==> config.mk <==
export PLATFORM = sky130hd
export DESIGN_NAME = adc_channel_averager_unit
export DESIGN_NICKNAME = d
export VERILOG_FILES = /design/src/rtl/aca_pkg.sv /design/src/rtl/aca_ctrl.sv /design/src/rtl/aca_datapath.sv /design/src/rtl/adc_channel_averager_unit.sv
export SDC_FILE = /design/constraint.sdc
export NUM_CORES = 1
export LEC_CHECK = 0
export ABC_AREA = 1
export BUFFER_PORTS_ARGS = -buffer_cell sky130_fd_sc_hd__buf_2
export CAP_MARGIN = 20
export CORE_UTILIZATION = 40
export DETAILED_ROUTE_END_ITERATION = 6
export GPL_ROUTABILITY_DRIVEN = 0
export REMOVE_ABC_BUFFERS = 1
export SLEW_MARGIN = 20
export SYNTH_ARGS = -nofsm -noshare
export SYNTH_HDL_FRONTEND = slang
export SYNTH_SLANG_ARGS = --single-unit
==> constraint.sdc <==
create_clock -name clk -period 3.6 [get_ports clk]
set_clock_uncertainty 0.1 [all_clocks]
set_input_delay 0.72 -clock clk [delete_from_list [all_inputs] [get_ports clk]]
set_output_delay 0.72 -clock clk [all_outputs]
set_load 0.05 [all_outputs]
==> src/rtl/aca_pkg.sv <==
package aca_pkg;

	localparam int FUNC_W  = 2;
	localparam int CHAN_W  = 2;
	localparam int SMP_W   = 12;
	localparam int SUM_W   = 28;
	localparam int CNT_W   = 16;
	localparam int ADDR_W  = 3;
	localparam int DATA_W  = 32;

	localparam int DIV_STEPS = SMP_W;
	localparam int STEP_W    = $clog2(DIV_STEPS);

	localparam logic [FUNC_W-1:0] FUNC_POLL   = 2'd0;
	localparam logic [FUNC_W-1:0] FUNC_READ   = 2'd1;
	localparam logic [FUNC_W-1:0] FUNC_CANCEL = 2'd2;

	localparam logic [CNT_W-1:0] COUNT_MAX       = '1;
	localparam logic [CNT_W-1:0] AVG_LEN_DEFAULT = 16'd240;

	// register index taken from the word address bit
	localparam logic REG_AVG_LEN = 1'b0;

	typedef enum logic [1:0] {
		S_IDLE,
		S_EXEC,
		S_DIV,
		S_PUSH
	} aca_state_t;

	typedef struct packed {
		logic capture;
		logic exec;
		logic div_step;
		logic push;
	} aca_cmd_t;

	typedef struct packed {
		logic need_div;
		logic div_last;
		logic out_free;
	} aca_stat_t;

endpackage

==> src/rtl/aca_ctrl.sv <==
module aca_ctrl import aca_pkg::*; (
	input  logic      clk,
	input  logic      arst_n,
	input  logic      in_valid,
	output logic      in_ready,
	input  aca_stat_t stat,
	output aca_cmd_t  cmd
);

	aca_state_t state_q;
	aca_state_t state_d;

	always_ff @(posedge clk or negedge arst_n) begin
		if (!arst_n) begin
			state_q <= S_IDLE;
		end else begin
			state_q <= state_d;
		end
	end

	always_comb begin
		state_d  = state_q;
		cmd      = '0;
		in_ready = 1'b0;
		unique case (state_q)
			S_IDLE: begin
				in_ready = 1'b1;
				if (in_valid) begin
					cmd.capture = 1'b1;
					state_d     = S_EXEC;
				end
			end
			S_EXEC: begin
				cmd.exec = 1'b1;
				state_d  = stat.need_div ? S_DIV : S_PUSH;
			end
			S_DIV: begin
				cmd.div_step = 1'b1;
				if (stat.div_last) begin
					state_d = S_PUSH;
				end
			end
			S_PUSH: begin
				// hold the result until the output register frees up
				if (stat.out_free) begin
					cmd.push = 1'b1;
					state_d  = S_IDLE;
				end
			end
			default: begin
				state_d = S_IDLE;
			end
		endcase
	end

endmodule

==> src/rtl/aca_datapath.sv <==
module aca_datapath import aca_pkg::*; #(
	parameter int CHANNELS = 4
) (
	input  logic              clk,
	input  logic              arst_n,
	input  logic [FUNC_W-1:0] func,
	input  logic [CHAN_W-1:0] channel,
	input  logic              data_ready,
	input  logic [SMP_W-1:0]  sample,
	input  logic [CNT_W-1:0]  avg_len,
	input  aca_cmd_t          cmd,
	output aca_stat_t         stat,
	input  logic              out_ready,
	output logic              out_valid,
	output logic              done_res,
	output logic [SMP_W-1:0]  average
);

	localparam int CH_W  = (CHANNELS > 1) ? $clog2(CHANNELS) : 1;
	localparam int EXT_W = CH_W + CHAN_W;

	logic [FUNC_W-1:0] func_q;
	logic [CHAN_W-1:0] chan_q;
	logic              ready_q;
	logic [SMP_W-1:0]  sample_q;

	logic [SUM_W-1:0] sum_q [CHANNELS];
	logic [CNT_W-1:0] count_q [CHANNELS];

	logic [EXT_W-1:0] chan_ext;
	logic [CH_W-1:0]  idx;
	logic             ch_ok;

	logic [SUM_W-1:0] cur_sum;
	logic [CNT_W-1:0] cur_cnt;
	logic             cnt_inc;
	logic [SUM_W-1:0] poll_sum;
	logic [CNT_W-1:0] poll_cnt;
	logic             wr_en;
	logic [SUM_W-1:0] wr_sum;
	logic [CNT_W-1:0] wr_cnt;
	logic             done_d;
	logic [SMP_W-1:0] avg_d;
	logic             need_div;

	logic [CNT_W-1:0]       rem_q;
	logic [CNT_W-1:0]       dvs_q;
	logic [SMP_W-1:0]       low_q;
	logic [STEP_W-1:0]      step_q;
	logic [CNT_W:0]         trial;
	logic [CNT_W:0]         diff;
	logic                   ge;

	logic             res_done_q;
	logic [SMP_W-1:0] res_avg_q;
	logic             out_valid_q;
	logic             done_res_q;
	logic [SMP_W-1:0] average_q;

	always_ff @(posedge clk) begin
		if (cmd.capture) begin
			func_q   <= func;
			chan_q   <= channel;
			ready_q  <= data_ready;
			sample_q <= sample;
		end
	end

	assign chan_ext = {{CH_W{1'b0}}, chan_q};
	assign idx      = chan_ext[CH_W-1:0];
	assign ch_ok    = chan_ext < EXT_W'(CHANNELS);

	always_comb begin
		cur_sum  = ch_ok ? sum_q[idx] : '0;
		cur_cnt  = ch_ok ? count_q[idx] : '0;
		cnt_inc  = ready_q && (cur_cnt != COUNT_MAX);
		poll_cnt = cur_cnt + CNT_W'(cnt_inc);
		poll_sum = cnt_inc ? cur_sum + SUM_W'(sample_q) : cur_sum;

		wr_en    = 1'b0;
		wr_sum   = '0;
		wr_cnt   = '0;
		done_d   = 1'b0;
		avg_d    = '0;
		need_div = 1'b0;
		unique case (func_q)
			FUNC_POLL: begin
				if (ch_ok) begin
					wr_en  = 1'b1;
					wr_sum = poll_sum;
					wr_cnt = poll_cnt;
					done_d = poll_cnt >= avg_len;
				end
			end
			FUNC_READ: begin
				// raw sample unless the divider overwrites it
				avg_d = sample_q;
				if (ch_ok) begin
					wr_en    = 1'b1;
					need_div = cur_cnt != '0;
				end
			end
			FUNC_CANCEL: begin
				wr_en = ch_ok;
			end
			default: begin
			end
		endcase
	end

	always_ff @(posedge clk or negedge arst_n) begin
		if (!arst_n) begin
			for (int i = 0; i < CHANNELS; i++) begin
				sum_q[i]   <= '0;
				count_q[i] <= '0;
			end
		end else if (cmd.exec && wr_en) begin
			for (int i = 0; i < CHANNELS; i++) begin
				if (idx == CH_W'(i)) begin
					sum_q[i]   <= wr_sum;
					count_q[i] <= wr_cnt;
				end
			end
		end
	end

	// restoring divide: sum < 4096 * count, so the upper bits start below the divisor
	assign trial = {rem_q, low_q[SMP_W-1]};
	assign diff  = trial - {1'b0, dvs_q};
	assign ge    = trial >= {1'b0, dvs_q};

	always_ff @(posedge clk) begin
		if (cmd.exec) begin
			res_done_q <= done_d;
			res_avg_q  <= avg_d;
			rem_q      <= cur_sum[SUM_W-1:SMP_W];
			low_q      <= cur_sum[SMP_W-1:0];
			dvs_q      <= cur_cnt;
			step_q     <= '0;
		end else if (cmd.div_step) begin
			rem_q     <= ge ? diff[CNT_W-1:0] : trial[CNT_W-1:0];
			low_q     <= {low_q[SMP_W-2:0], 1'b0};
			res_avg_q <= {res_avg_q[SMP_W-2:0], ge};
			step_q    <= step_q + 1'b1;
		end
	end

	always_ff @(posedge clk or negedge arst_n) begin
		if (!arst_n) begin
			out_valid_q <= 1'b0;
		end else if (cmd.push) begin
			out_valid_q <= 1'b1;
		end else if (out_ready) begin
			out_valid_q <= 1'b0;
		end
	end

	always_ff @(posedge clk) begin
		if (cmd.push) begin
			done_res_q <= res_done_q;
			average_q  <= res_avg_q;
		end
	end

	assign stat.need_div = need_div;
	assign stat.div_last = step_q == STEP_W'(DIV_STEPS - 1);
	assign stat.out_free = !out_valid_q || out_ready;

	assign out_valid = out_valid_q;
	assign done_res  = done_res_q;
	assign average   = average_q;

endmodule

==> src/rtl/adc_channel_averager_unit.sv <==
// Per-channel boxcar averager for 12-bit converter samples. Each request names a
// channel and an operation: poll (accumulate a ready sample, report done once the
// count reaches average_length), read (sum / count truncated, or the raw sample when
// the count is zero, then clear) or cancel (clear). Poll, cancel, unused codes and
// reads of an empty channel go from acceptance through the execute state to the result
// register; a read of a non-empty channel also passes through the restoring divider,
// which produces one quotient bit per cycle. One request is in flight at a time; the
// next is accepted once the previous result has moved into the output register, which
// holds it until taken. average_length sits at APB address 0 and resets to 240.
module adc_channel_averager_unit import aca_pkg::*; #(
	parameter int CHANNELS = 4
) (
	input  logic              clk,
	input  logic              arst_n,
	input  logic              in_valid,
	output logic              in_ready,
	input  logic [FUNC_W-1:0] func,
	input  logic [CHAN_W-1:0] channel,
	input  logic              data_ready,
	input  logic [SMP_W-1:0]  sample,
	output logic              out_valid,
	input  logic              out_ready,
	output logic              done_res,
	output logic [SMP_W-1:0]  average,
	input  logic              psel,
	input  logic              penable,
	input  logic              pwrite,
	input  logic [ADDR_W-1:0] paddr,
	input  logic [DATA_W-1:0] pwdata,
	output logic [DATA_W-1:0] prdata,
	output logic              pready
);

	logic [CNT_W-1:0] avg_len_q;
	logic             reg_sel;
	aca_cmd_t         cmd;
	aca_stat_t        stat;

	assign pready  = 1'b1;
	assign reg_sel = paddr[ADDR_W-1] == REG_AVG_LEN;

	always_ff @(posedge clk or negedge arst_n) begin
		if (!arst_n) begin
			avg_len_q <= AVG_LEN_DEFAULT;
		end else if (psel && penable && pwrite && pready && reg_sel) begin
			avg_len_q <= pwdata[CNT_W-1:0];
		end
	end

	assign prdata = reg_sel ? {{(DATA_W - CNT_W){1'b0}}, avg_len_q} : '0;

	aca_ctrl u_ctrl (
		.clk      (clk),
		.arst_n   (arst_n),
		.in_valid (in_valid),
		.in_ready (in_ready),
		.stat     (stat),
		.cmd      (cmd)
	);

	aca_datapath #(
		.CHANNELS (CHANNELS)
	) u_datapath (
		.clk        (clk),
		.arst_n     (arst_n),
		.func       (func),
		.channel    (channel),
		.data_ready (data_ready),
		.sample     (sample),
		.avg_len    (avg_len_q),
		.cmd        (cmd),
		.stat       (stat),
		.out_ready  (out_ready),
		.out_valid  (out_valid),
		.done_res   (done_res),
		.average    (average)
	);

endmodule

# Word-level counts from Yosys, hierarchy flattened
# Cells that the tools add are included.
# op_classes
mux	40
magnitude_cmp	4
n_reduce_logical	20
bitwise_logic	2
addsub	4
eq_ne	13
# ops
cell	n
28-bit two-way mux	6
16-bit two-way mux	9
12-bit two-way mux	5
28-bit binary-select mux with 2-bit select	1
16-bit binary-select mux with 2-bit select	1
28-bit by 12-bit adder with 28-bit output	1
17-bit by 16-bit >= comparator with 1-bit output	1
16-bit by 1-bit adder with 16-bit output	1
16-bit >= comparator	1
16-bit inequality test (second input constant)	1
16-bit nonzero test	1
16-bit subtractor	1
1-bit two-way mux	13
2-bit equality test (second input constant)	5
2-bit AND reduction	5
2-bit one-hot mux with 4 select lines	1
2-bit by 1-bit equality test with 1-bit output (second input constant)	3
2-bit logical NOT	3
2-bit two-way mux	3
2-bit inequality test (second input constant)	3
1-bit logical AND	5
4-bit by 1-bit adder with 4-bit output (second input constant)	1
4-bit equality test (second input constant)	1
2-bit nonzero test	2
9 further kinds	9
# totals
in_bits	59
out_inout_bits	48
reg_bits	286
word_cells	106

# Logic depth before layout (Yosys ltp)
# Gate-level depths: netlist of the first run.
# depth
word_depth	10
depth_mapped	32

# By module
# Synthesis of the first run repeated with hierarchy kept, for this count alone.
# hier_totals
hier_cells	2011
hier_area_um2	15965.3
# modules_own_cells
module	area_each_um2	n_inst	cells_per_inst
aca_datapath	14794.2	1	1853
adc_channel_averager_unit	943.4	1	125
aca_ctrl	227.7	1	33

# Least setup slack after synthesis of the first run
# Ideal clock, no wire load.
# synth_path
kind	flip-flop to flip-flop
startpoint	reg u_datapath.chan_q[0]
endpoint	reg u_datapath.res_done_q, data pin
synth_period_minus_slack_ns	3.717
t_arrival_ns	3.489
stages_incl_launch_ff	29
required_time_ns	3.371
setup_slack_ns	-0.117
path_buffers	3
cell_sequence	edfxtp_1 > buf_6 > buf_6 > nand3_1 > nand2_1 > nor2_1 > inv_1 > nand2_1 > nor2_1 > nand2_1 > nor2_1 > nor2_1 > buf_2 > ha_1 > ha_1 > nand2_1 > nor2_2 > nand2_2 > nor2_2 > nand3_1 > nand2_1 > inv_2 > ha_1 > nand2_1 > nor2_1 > nand4_1 > o311ai_0 > nand2_1 > inv_1
# synth_via
elab_chain_cells	9
word_cells_on_any_way	11
# synth_rtl
item	line	text
start: declaration	aca_datapath.sv:23	logic [CHAN_W-1:0] chan_q;
start signal: assignment	aca_datapath.sv:63	chan_q <= channel;
2-bit NOT with 3-bit output (implied by the code)	aca_datapath.sv:75	cur_cnt = ch_ok ? count_q[idx] : '0;
16-bit binary-select mux with 2-bit select	aca_datapath.sv:75	
16-bit two-way mux (implied by the code) (2 in series)	aca_datapath.sv:75	
16-bit two-way mux *	aca_datapath.sv:75	
net u_datapath.cur_cnt[14]	aca_datapath.sv:35	logic [CNT_W-1:0] cur_cnt;
16-bit inequality test	aca_datapath.sv:76	cnt_inc = ready_q && (cur_cnt != COUNT_MAX);
1-bit logical AND	aca_datapath.sv:76	
16-bit by 1-bit adder with 16-bit output *	aca_datapath.sv:77	poll_cnt = cur_cnt + CNT_W'(cnt_inc);
16-bit >= comparator *	aca_datapath.sv:92	done_d = poll_cnt >= avg_len;
end signal: assignment	aca_datapath.sv:134	res_done_q <= done_d;
end: declaration	aca_datapath.sv:54	logic res_done_q;
# Mark *: on every way through the listed nets, which the timed path passes. The rest lies on a longest branch. The select of a mux whose other input is x is not followed.
# A chain may end at the register's enable or synchronous reset.

# Final worst setup path of the first run
# layout_path
startpoint	reg u_datapath.chan_q[1]
endpoint	reg u_datapath.res_done_q, data pin
# The elaborated chain is that of the path after synthesis.

==> results of run 1 <==
[critical path, delay by kind of cell, from the launching register on]
kind                       cells  cell delay [ps]
AOI/OAI and AO/OA              2              300
xor gates and xnor gates       1              200
adders and majority gates      3              570
buffers and inverters          5              540
DFF                            1              410
and+or+nand+nor               14             1520
[registers in the layout (all words and copies together) (netlist names)]
signal,cells
u_datapath.ready_q,1
u_datapath.res_done_q,1
u_datapath.dvs_q,16
u_datapath.func_q,2
u_datapath.rem_q,16
u_datapath.sample_q,12
u_datapath.low_q,12
avg_len_q,16
u_datapath.count_q,64
u_datapath.done_res,1
u_ctrl.state_q,2
u_datapath.average,12
u_datapath.out_valid,1
u_datapath.sum_q,112
u_datapath.step_q,4
u_datapath.res_avg_q,12
u_datapath.chan_q,2
[layer usage]
layer	share of wire	global-route usage	vias to the layer above
li1	-	-	6730
met5	0	0	-
met1	0.46	0.3256	6675
met3	0.067	0.03075	66
met4	0.021	0.06446	0
met2	0.45	0.3594	476
[final cells by class]
class / instances / area share
Clock buffer: 50 / 0.05212
Clock inverter: 14 / 0.007069
Inverter: 148 / 0.02918
Multi-Input combinational cell: 1432 / 0.4015
Sequential cell: 286 / 0.3892
Tap cell: 518 / 0.03329
Timing Repair Buffer: 217 / 0.08766
[path summary, 6_finish.rpt]
path	startpoint	to	slack (ps)
setup / recovery	u_datapath.chan_q[1]	u_datapath.res_done_q	-270
hold / removal	arst_n	u_datapath.sum_q[2]	170
setup reg to reg	u_datapath.chan_q[1]	u_datapath.res_done_q	-270
hold reg to reg	u_datapath.res_avg_q[11]	u_datapath.average[11]	320
max in group asynchronous	arst_n	u_datapath.sum_q[23]	2430
min in group clk	sample[6]	u_datapath.sample_q[6]	270
[cell families after synthesis]
| group | count (synthesis) | synth area share |
|---|---|---|
| and+or+nand+nor | 1070 | 0.2864 |
| adders and majority gates | 53 | 0.04335 |
| AOI/OAI and AO/OA | 259 | 0.09606 |
| xor gates and xnor gates | 32 | 0.01792 |
| other | 2 | 0.0004801 |
| buffers and inverters | 254 | 0.07135 |
| DFF | 286 | 0.4844 |
[power by group through the flow]
stage / registers (mW) / clock network [mW] / logic, mW
final: 4.81 / 3.53 / 5.51
after floorplan: 4.90 / 0 / 3.17
after detailed placement: 4.82 / 0 / 4.93
after global placement: 4.80 / 0 / 4.86
after CTS: 4.77 / 3.61 / 5.05
after global routing: 4.88 / 3.75 / 6.12
[placed cells by master, fill, tap and decap left out, types with 47 or more instances in the layout]
master,count
nand2_2,47
nand4_1,91
edfxtp_1,87
dfrtp_1,191
o21ai_0,92
a21oi_1,52
inv_1,118
buf_2,70
nor2_1,110
nand3_1,69
o21ai_1,58
nand2_1,679
buf_4,117
[repair_timing]
| action | 4_1_cts | 5_1_grt |
|---|---|---|
| pin swaps | 35 | 51 |
| gates cloned | 2 | 0 |
| hold endpoints to repair | 0 | 0 |
| endpoints found under the setup margin | 47 | 79 |
| resized for setup | 68 | 142 |
| buffers inserted | 9 | 19 |
[stage by stage]
stage / setup WS, ps / instances
2_1_floorplan: -1844 / 1865
3_3_place_gp: -528.1 / 2572
3_5_place_dp: -576.2 / 2573
4_1_cts: -208.4 / 2648
5_1_grt: -526.1 / 2665
6_report: -271.2 / 2665
==> run_summary.xml, run 1 <==
<?xml version="1.0" encoding="UTF-8"?>
<metrics>
  <group name="status">
    <metric name="outcome" unit="">finished with violations</metric>
    <metric name="failed_checks" unit="">setup timing</metric>
  </group>
  <group name="clock_tree">
    <metric name="hold_buffers" unit="">0</metric>
    <metric name="clk_pin_slew_worst_paths" unit="ps">60</metric>
    <metric name="cts-htree-levels" unit="">2</metric>
    <metric name="tritoncts_num_sinks" unit="">286</metric>
    <metric name="cts_tree" unit="">built</metric>
    <metric name="ctsLongestPathBuffers" unit="">3</metric>
    <metric name="cts_root_buf" unit="">clkbuf_16</metric>
    <metric name="clock_latency" unit="ps">530</metric>
    <metric name="cts_inserted_buffers" unit="">35</metric>
  </group>
  <group name="detailed_routing">
    <metric name="ant_nets" unit="">0</metric>
    <metric name="detailedRoute.firstPassIterationCount" unit="">6</metric>
    <metric name="post_drt_wl_per_cell" unit="um">16.73</metric>
    <metric name="routed_wl" unit="um">44590</metric>
    <metric name="routed_via_density" unit="">5.233</metric>
    <metric name="drt_first_iter_violations" unit="">1084</metric>
    <metric name="route.detailed.drc" unit="">0</metric>
    <metric name="num_vias" unit="">13947</metric>
  </group>
  <group name="global_routing">
    <metric name="grt_pass1_wl" unit="um">71030</metric>
    <metric name="grt_antenna_before_repair" unit="">0</metric>
    <metric name="first_global_vias" unit="">13274</metric>
    <metric name="grt_util_all_layers" unit="">0.2273</metric>
    <metric name="gr_ovfl_total" unit="">0</metric>
    <metric name="grt_start_max_net_pins" unit="">92</metric>
  </group>
  <group name="setup_path">
    <metric name="critical_path_required" unit="ps">3790</metric>
    <metric name="timing.reg2reg.worst_path_depth" unit="">25</metric>
    <metric name="crit_fanout" unit="">7</metric>
    <metric name="slowest_delay" unit="ps">410</metric>
    <metric name="worst_ep_arrival_time" unit="ps">4060</metric>
    <metric name="cp_slowest_cell" unit="">edfxtp_1</metric>
    <metric name="worstSetupStartpointType" unit="">register</metric>
    <metric name="cp-end-kind" unit="">register</metric>
    <metric name="critPathMostFrequentCell" unit="">nand2_1</metric>
    <metric name="timing_worst_setup_path_type" unit="">register to register</metric>
  </group>
  <group name="yosys">
    <metric name="cell_types_occupying_the_most_area_after_synthesis" unit="">dfrtp_1 (31%), nand2_1 (17%), edfxtp_1 (17%)</metric>
    <metric name="largest_area_contributor_in_the_synthesized_netlist" unit="">dfrtp_1</metric>
    <metric name="synth-seq-area-share" unit="">0.4844</metric>
    <metric name="synth_edf_count" unit="">87</metric>
    <metric name="synth_top_cells_by_count" unit="">nand2_1 (726), dfrtp_1 (191), inv_1 (131)</metric>
    <metric name="synth_most_common_cell" unit="">nand2_1</metric>
    <metric name="synth-async-reset-ratio" unit="">0.6818</metric>
    <metric name="avg_synthesized_cell_area" unit="sq um">7.997</metric>
    <metric name="synth_cells" unit="">1956</metric>
    <metric name="postSynthRegisterBits" unit="">286</metric>
    <metric name="top_area_cell_type_share_of_the_netlist_area" unit="">0.3056</metric>
    <metric name="synth_flop_cell" unit="">dfrtp_1</metric>
    <metric name="ys_warn_count" unit="">0</metric>
    <metric name="syn-cell-area" unit="sq um">15640</metric>
    <metric name="yosys.cell_types.count" unit="">45</metric>
  </group>
  <group name="sta">
    <metric name="worst_slew_margin_rel" unit="">0.2873</metric>
    <metric name="grt_setup_unrepaired" unit="">yes</metric>
    <metric name="report.final.setup_viol" unit="">6</metric>
    <metric name="setup_ws" unit="ps">-271.2</metric>
    <metric name="hold_viol_final" unit="">0</metric>
    <metric name="tns" unit="ps">-324.1</metric>
    <metric name="worst_hold_slack" unit="ps">167.0</metric>
    <metric name="post-route-min-period" unit="ps">3871</metric>
    <metric name="slew_worst_pin" unit="ps">1067</metric>
    <metric name="fmax" unit="MHz">258.3</metric>
    <metric name="period_share" unit="">1.075</metric>
    <metric name="timing_max_transition_violations_final" unit="">0</metric>
  </group>
  <group name="power_and_ir_drop">
    <metric name="part_of_the_total_power_dissipated_in_combinational_logic" unit="">0.398</metric>
    <metric name="p_switching" unit="mW">5.375</metric>
    <metric name="fin_total_pwr" unit="mW">13.85</metric>
    <metric name="powerDensity" unit="nW/um^2">711.2</metric>
    <metric name="power_report.internal_total" unit="mW">8.470</metric>
    <metric name="clkPwrFrac" unit="">0.255</metric>
    <metric name="p_leak" unit="nW">9.497</metric>
    <metric name="p_seq_frac" unit="">0.347</metric>
    <metric name="p_sw_frac" unit="">0.3882</metric>
    <metric name="vdd_drop_max" unit="V">0.0004494</metric>
  </group>
  <group name="min_path">
    <metric name="timing.hold.worst.class" unit="">input port to asynchronous set/reset pin</metric>
  </group>
  <group name="floorplan">
    <metric name="floorplan.io_pins" unit="">107</metric>
    <metric name="start_util" unit="">0.4048</metric>
    <metric name="dieHeight" unit="um">199.8</metric>
    <metric name="core_area" unit="sq um">38650</metric>
    <metric name="die_area" unit="sq um">39900</metric>
    <metric name="row_count" unit="">72</metric>
    <metric name="die_width" unit="um">199.8</metric>
  </group>
  <group name="placed_design">
    <metric name="portbufs" unit="">71</metric>
    <metric name="placed_area" unit="sq um">17140</metric>
    <metric name="dp_hpwl" unit="um">28930</metric>
  </group>
  <group name="job">
    <metric name="maxCapViolCount" unit="">0</metric>
  </group>
  <group name="finish">
    <metric name="post-route-cell-area" unit="sq um">19470</metric>
    <metric name="utilization" unit="">0.5038</metric>
    <metric name="antenna_cells_inserted" unit="">0</metric>
    <metric name="synthToLayoutAreaGrowth" unit="%">24.46</metric>
    <metric name="num-fill-cells" unit="">3606</metric>
    <metric name="seq_area" unit="sq um">7577</metric>
    <metric name="post_route_cells_drive_above_1_share" unit="">0.2203</metric>
    <metric name="fin_nets" unit="">2232</metric>
    <metric name="multiInputGateArea" unit="sq um">7816</metric>
  </group>
</metrics>
(Power assumes the default switching activity.)
==> inputs of run 2 (changes only) <==
--- a/config.mk
+++ b/config.mk
@@ -5,12 +5,12 @@
 export SDC_FILE = /design/constraint.sdc
 export NUM_CORES = 1
 export LEC_CHECK = 0
-export ABC_AREA = 1
 export BUFFER_PORTS_ARGS = -buffer_cell sky130_fd_sc_hd__buf_2
 export CAP_MARGIN = 20
-export CORE_UTILIZATION = 40
+export CORE_UTILIZATION = 48
 export DETAILED_ROUTE_END_ITERATION = 6
 export GPL_ROUTABILITY_DRIVEN = 0
+export PLACE_DENSITY = 0.68
 export REMOVE_ABC_BUFFERS = 1
 export SLEW_MARGIN = 20
 export SYNTH_ARGS = -nofsm -noshare
==> run 2 against run 1 <==
Net effect:
- final area down 5.7%
- first-iteration DRC count down 23%
- the run still ends with setup timing left
- setup slack better by 3.1 ps
- synthesized cell count down 34%
- clock power down 2%
==> run_summary.xml, run 2 <==
<?xml version="1.0" encoding="UTF-8"?>
<metrics>
  <group name="setup_path">
    <metric name="crit_fanout" unit="">7</metric>
    <metric name="timing_worst_setup_path_type" unit="">register to register</metric>
    <metric name="cp-end-kind" unit="">register</metric>
    <metric name="worst_ep_arrival_time" unit="ps">4260</metric>
    <metric name="worstSetupStartpointType" unit="">register</metric>
    <metric name="critical_path_required" unit="ps">3990</metric>
  </group>
  <group name="floorplan">
    <metric name="floorplan.io_pins" unit="">107</metric>
    <metric name="start_util" unit="">0.4909</metric>
    <metric name="die_width" unit="um">176.6</metric>
    <metric name="die_area" unit="sq um">31170</metric>
    <metric name="row_count" unit="">63</metric>
    <metric name="dieHeight" unit="um">176.6</metric>
    <metric name="core_area" unit="sq um">29800</metric>
  </group>
  <group name="min_path">
    <metric name="timing.hold.worst.class" unit="">input port to asynchronous set/reset pin</metric>
  </group>
  <group name="yosys">
    <metric name="postSynthRegisterBits" unit="">286</metric>
    <metric name="synth_flop_cell" unit="">dfrtp_1</metric>
    <metric name="ys_warn_count" unit="">0</metric>
    <metric name="synth_edf_count" unit="">87</metric>
    <metric name="synth_cells" unit="">1288</metric>
    <metric name="synth-async-reset-ratio" unit="">0.6818</metric>
    <metric name="cell_types_occupying_the_most_area_after_synthesis" unit="">dfrtp_1 (33%), edfxtp_1 (18%), mux4_2 (6.3%)</metric>
    <metric name="syn-cell-area" unit="sq um">14630</metric>
    <metric name="largest_area_contributor_in_the_synthesized_netlist" unit="">dfrtp_1</metric>
    <metric name="synth-seq-area-share" unit="">0.5180</metric>
    <metric name="top_area_cell_type_share_of_the_netlist_area" unit="">0.3268</metric>
    <metric name="avg_synthesized_cell_area" unit="sq um">11.36</metric>
    <metric name="yosys.cell_types.count" unit="">73</metric>
    <metric name="synth_top_cells_by_count" unit="">dfrtp_1 (191), nand2_1 (191), o21ai_0 (114)</metric>
  </group>
  <group name="status">
    <metric name="outcome" unit="">finished with violations</metric>
    <metric name="failed_checks" unit="">setup timing</metric>
  </group>
  <group name="placed_design">
    <metric name="portbufs" unit="">71</metric>
    <metric name="dp_hpwl" unit="um">25070</metric>
    <metric name="numPlacedInstances" unit="">1793</metric>
    <metric name="preCtsSetupSlack" unit="ps">-388.8</metric>
  </group>
  <group name="finish">
    <metric name="layout_commonest_cell" unit="">dfrtp_1</metric>
    <metric name="max_reg_flops" unit="">112</metric>
    <metric name="layoutNonFillerInstCount" unit="">1897</metric>
    <metric name="num-fill-cells" unit="">2236</metric>
    <metric name="fin_nets" unit="">1590</metric>
    <metric name="utilization" unit="">0.6160</metric>
    <metric name="post_route_cells_drive_above_1_share" unit="">0.3389</metric>
    <metric name="layout_top_registers" unit="">u_datapath.sum_q: 112 flops, u_datapath.count_q: 64 flops</metric>
    <metric name="layout_common_cells" unit="">dfrtp_1 (191), nand2_1 (187), buf_4 (128), edfxtp_1 (87), o21ai_0 (85)</metric>
    <metric name="largest-register" unit="">u_datapath.sum_q</metric>
    <metric name="synthToLayoutAreaGrowth" unit="%">25.48</metric>
  </group>
  <group name="clock_tree">
    <metric name="tritoncts_num_sinks" unit="">286</metric>
    <metric name="clock_latency" unit="ps">560</metric>
    <metric name="clk_pin_slew_worst_paths" unit="ps">60</metric>
    <metric name="cts_tree" unit="">built</metric>
    <metric name="cts-htree-levels" unit="">1</metric>
    <metric name="cts_root_buf" unit="">clkbuf_16</metric>
    <metric name="ctsLongestPathBuffers" unit="">3</metric>
    <metric name="cts_inserted_buffers" unit="">31</metric>
    <metric name="hold_buffers" unit="">0</metric>
  </group>
  <group name="global_routing">
    <metric name="grt_util_all_layers" unit="">0.2429</metric>
    <metric name="first_global_vias" unit="">10982</metric>
    <metric name="grt_antenna_before_repair" unit="">5</metric>
    <metric name="grt_pass1_wl" unit="um">58730</metric>
    <metric name="gr_ovfl_total" unit="">0</metric>
    <metric name="grt_start_max_net_pins" unit="">115</metric>
  </group>
  <group name="power_and_ir_drop">
    <metric name="power_report.internal_total" unit="mW">8.991</metric>
    <metric name="part_of_the_total_power_dissipated_in_combinational_logic" unit="">0.412</metric>
    <metric name="vdd_drop_max" unit="V">0.0004020</metric>
    <metric name="p_switching" unit="mW">5.021</metric>
    <metric name="p_leak" unit="nW">8.030</metric>
    <metric name="fin_total_pwr" unit="mW">14.01</metric>
    <metric name="p_sw_frac" unit="">0.3583</metric>
    <metric name="p_seq_frac" unit="">0.341</metric>
    <metric name="clkPwrFrac" unit="">0.247</metric>
    <metric name="powerDensity" unit="nW/um^2">763.4</metric>
  </group>
  <group name="sta">
    <metric name="setup_ws" unit="ps">-268.1</metric>
    <metric name="timing_max_transition_violations_final" unit="">0</metric>
    <metric name="tns" unit="ps">-8426</metric>
    <metric name="grt_setup_unrepaired" unit="">yes</metric>
    <metric name="slew_worst_pin" unit="ps">969.2</metric>
    <metric name="hold_viol_final" unit="">0</metric>
    <metric name="post-route-min-period" unit="ps">3868</metric>
    <metric name="report.final.setup_viol" unit="">68</metric>
    <metric name="period_share" unit="">1.074</metric>
    <metric name="worst_slew_margin_rel" unit="">0.3523</metric>
    <metric name="fmax" unit="MHz">258.5</metric>
  </group>
  <group name="detailed_routing">
    <metric name="detailedRoute.firstPassIterationCount" unit="">6</metric>
    <metric name="ant_nets" unit="">0</metric>
    <metric name="routed_wl" unit="um">38120</metric>
    <metric name="num_vias" unit="">10978</metric>
    <metric name="routed_via_density" unit="">5.787</metric>
    <metric name="route.detailed.drc" unit="">0</metric>
    <metric name="post_drt_wl_per_cell" unit="um">20.09</metric>
    <metric name="drt_first_iter_violations" unit="">839</metric>
  </group>
  <group name="job">
    <metric name="maxCapViolCount" unit="">0</metric>
  </group>
</metrics>
run 2: cells by family (layout without fill, tap and decap cells):
group	Yosys count	after routing	share of synthesized area
xor+xnor	39	39	0.02541
other cells	2	22	0.0005135
fa+ha+maj	53	53	0.04636
compound gates	265	265	0.1092
flops	286	286	0.5180
simple gates	379	379	0.1233
mux	131	131	0.1348
buf+inv	133	332	0.04234
run 2: through the flow:
stage / instance area [sq um] / hold slack, ps
after CTS: 17940 / 9.111
after floorplan: 14270 / 300.3
after global placement: 16030 / 301.9
after global routing: 18350 / 25.28
final: 18350 / 8.908
after detailed placement: 16030 / 310.1
run 2: worst max-delay path: stages (launching register included):
cell and delay, ps:
edfxtp_1 340, buf_6 170, buf_16 150, buf_6 150, buf_16 140, mux4_2 580, ha_4 320, buf_6 120
nand3_1 90, a21oi_2 190, o31a_1 290, o211ai_4 160, or4_4 560, a21oi_2 150, buf_4 150, mux2_4 140
run 2: metal layers:
| layer | routed length [um] | up-vias | part of all wire | track usage |
|---|---|---|---|---|
| met1 | 16190 | 5512 | 0.42 | 0.3292 |
| met3 | 2824 | 71 | 0.074 | 0.04242 |
| met5 | 13 | - | 0.00034 | 0 |
| met4 | 986 | 2 | 0.026 | 0.07938 |
| li1 | - | 5010 | - | - |
| met2 | 18100 | 383 | 0.47 | 0.3962 |
run 2: path summary, 6_finish.rpt:
check | startpoint | endpoint | slack (ps) | depth (start not counted)
max | u_datapath.chan_q[0] | u_datapath.sum_q[81] | -270 | 15
min | arst_n | u_datapath.count_q[37] | 9 | 1
max reg2reg | u_datapath.chan_q[0] | u_datapath.sum_q[81] | -270 | 15
min reg2reg | u_datapath.res_avg_q[11] | u_datapath.average[11] | 330 | 0
max in group asynchronous | arst_n | u_datapath.sum_q[59] | 2450 | 2
min in group clk | sample[3] | u_datapath.sample_q[3] | 240 | 1
run 2: power groups by stage:
stage          clock network, mW  logic [mW]  registers (mW)
2_1_floorplan                  0        3.24            4.91
3_3_place_gp                   0        4.90            4.77
3_5_place_dp                   0        5.02            4.81
4_1_cts                     3.50        5.48            4.76
5_1_grt                     3.63        6.26            4.84
6_report                    3.47        5.77            4.77
run 2: final cells by class:
class | instances | area [sq um] | share of cell area
sequential | 286 | 7577 | 0.4128
multi-input combinational | 884 | 7204 | 0.3925
timing repair buffer | 221 | 1737 | 0.09462
clock buffer | 40 | 890.9 | 0.04854
tap | 390 | 488.0 | 0.02659
clock inverter | 17 | 239.0 | 0.01302
inverter | 54 | 205.2 | 0.01118
antenna | 5 | 12.51 | 0.0006817
run 2: what timing repair did:
action	CTS	global route
cloned	5	0
gates resized for setup	85	80
endpoints found under the setup margin	70	90
pin swaps	49	52
setup buffers	24	14
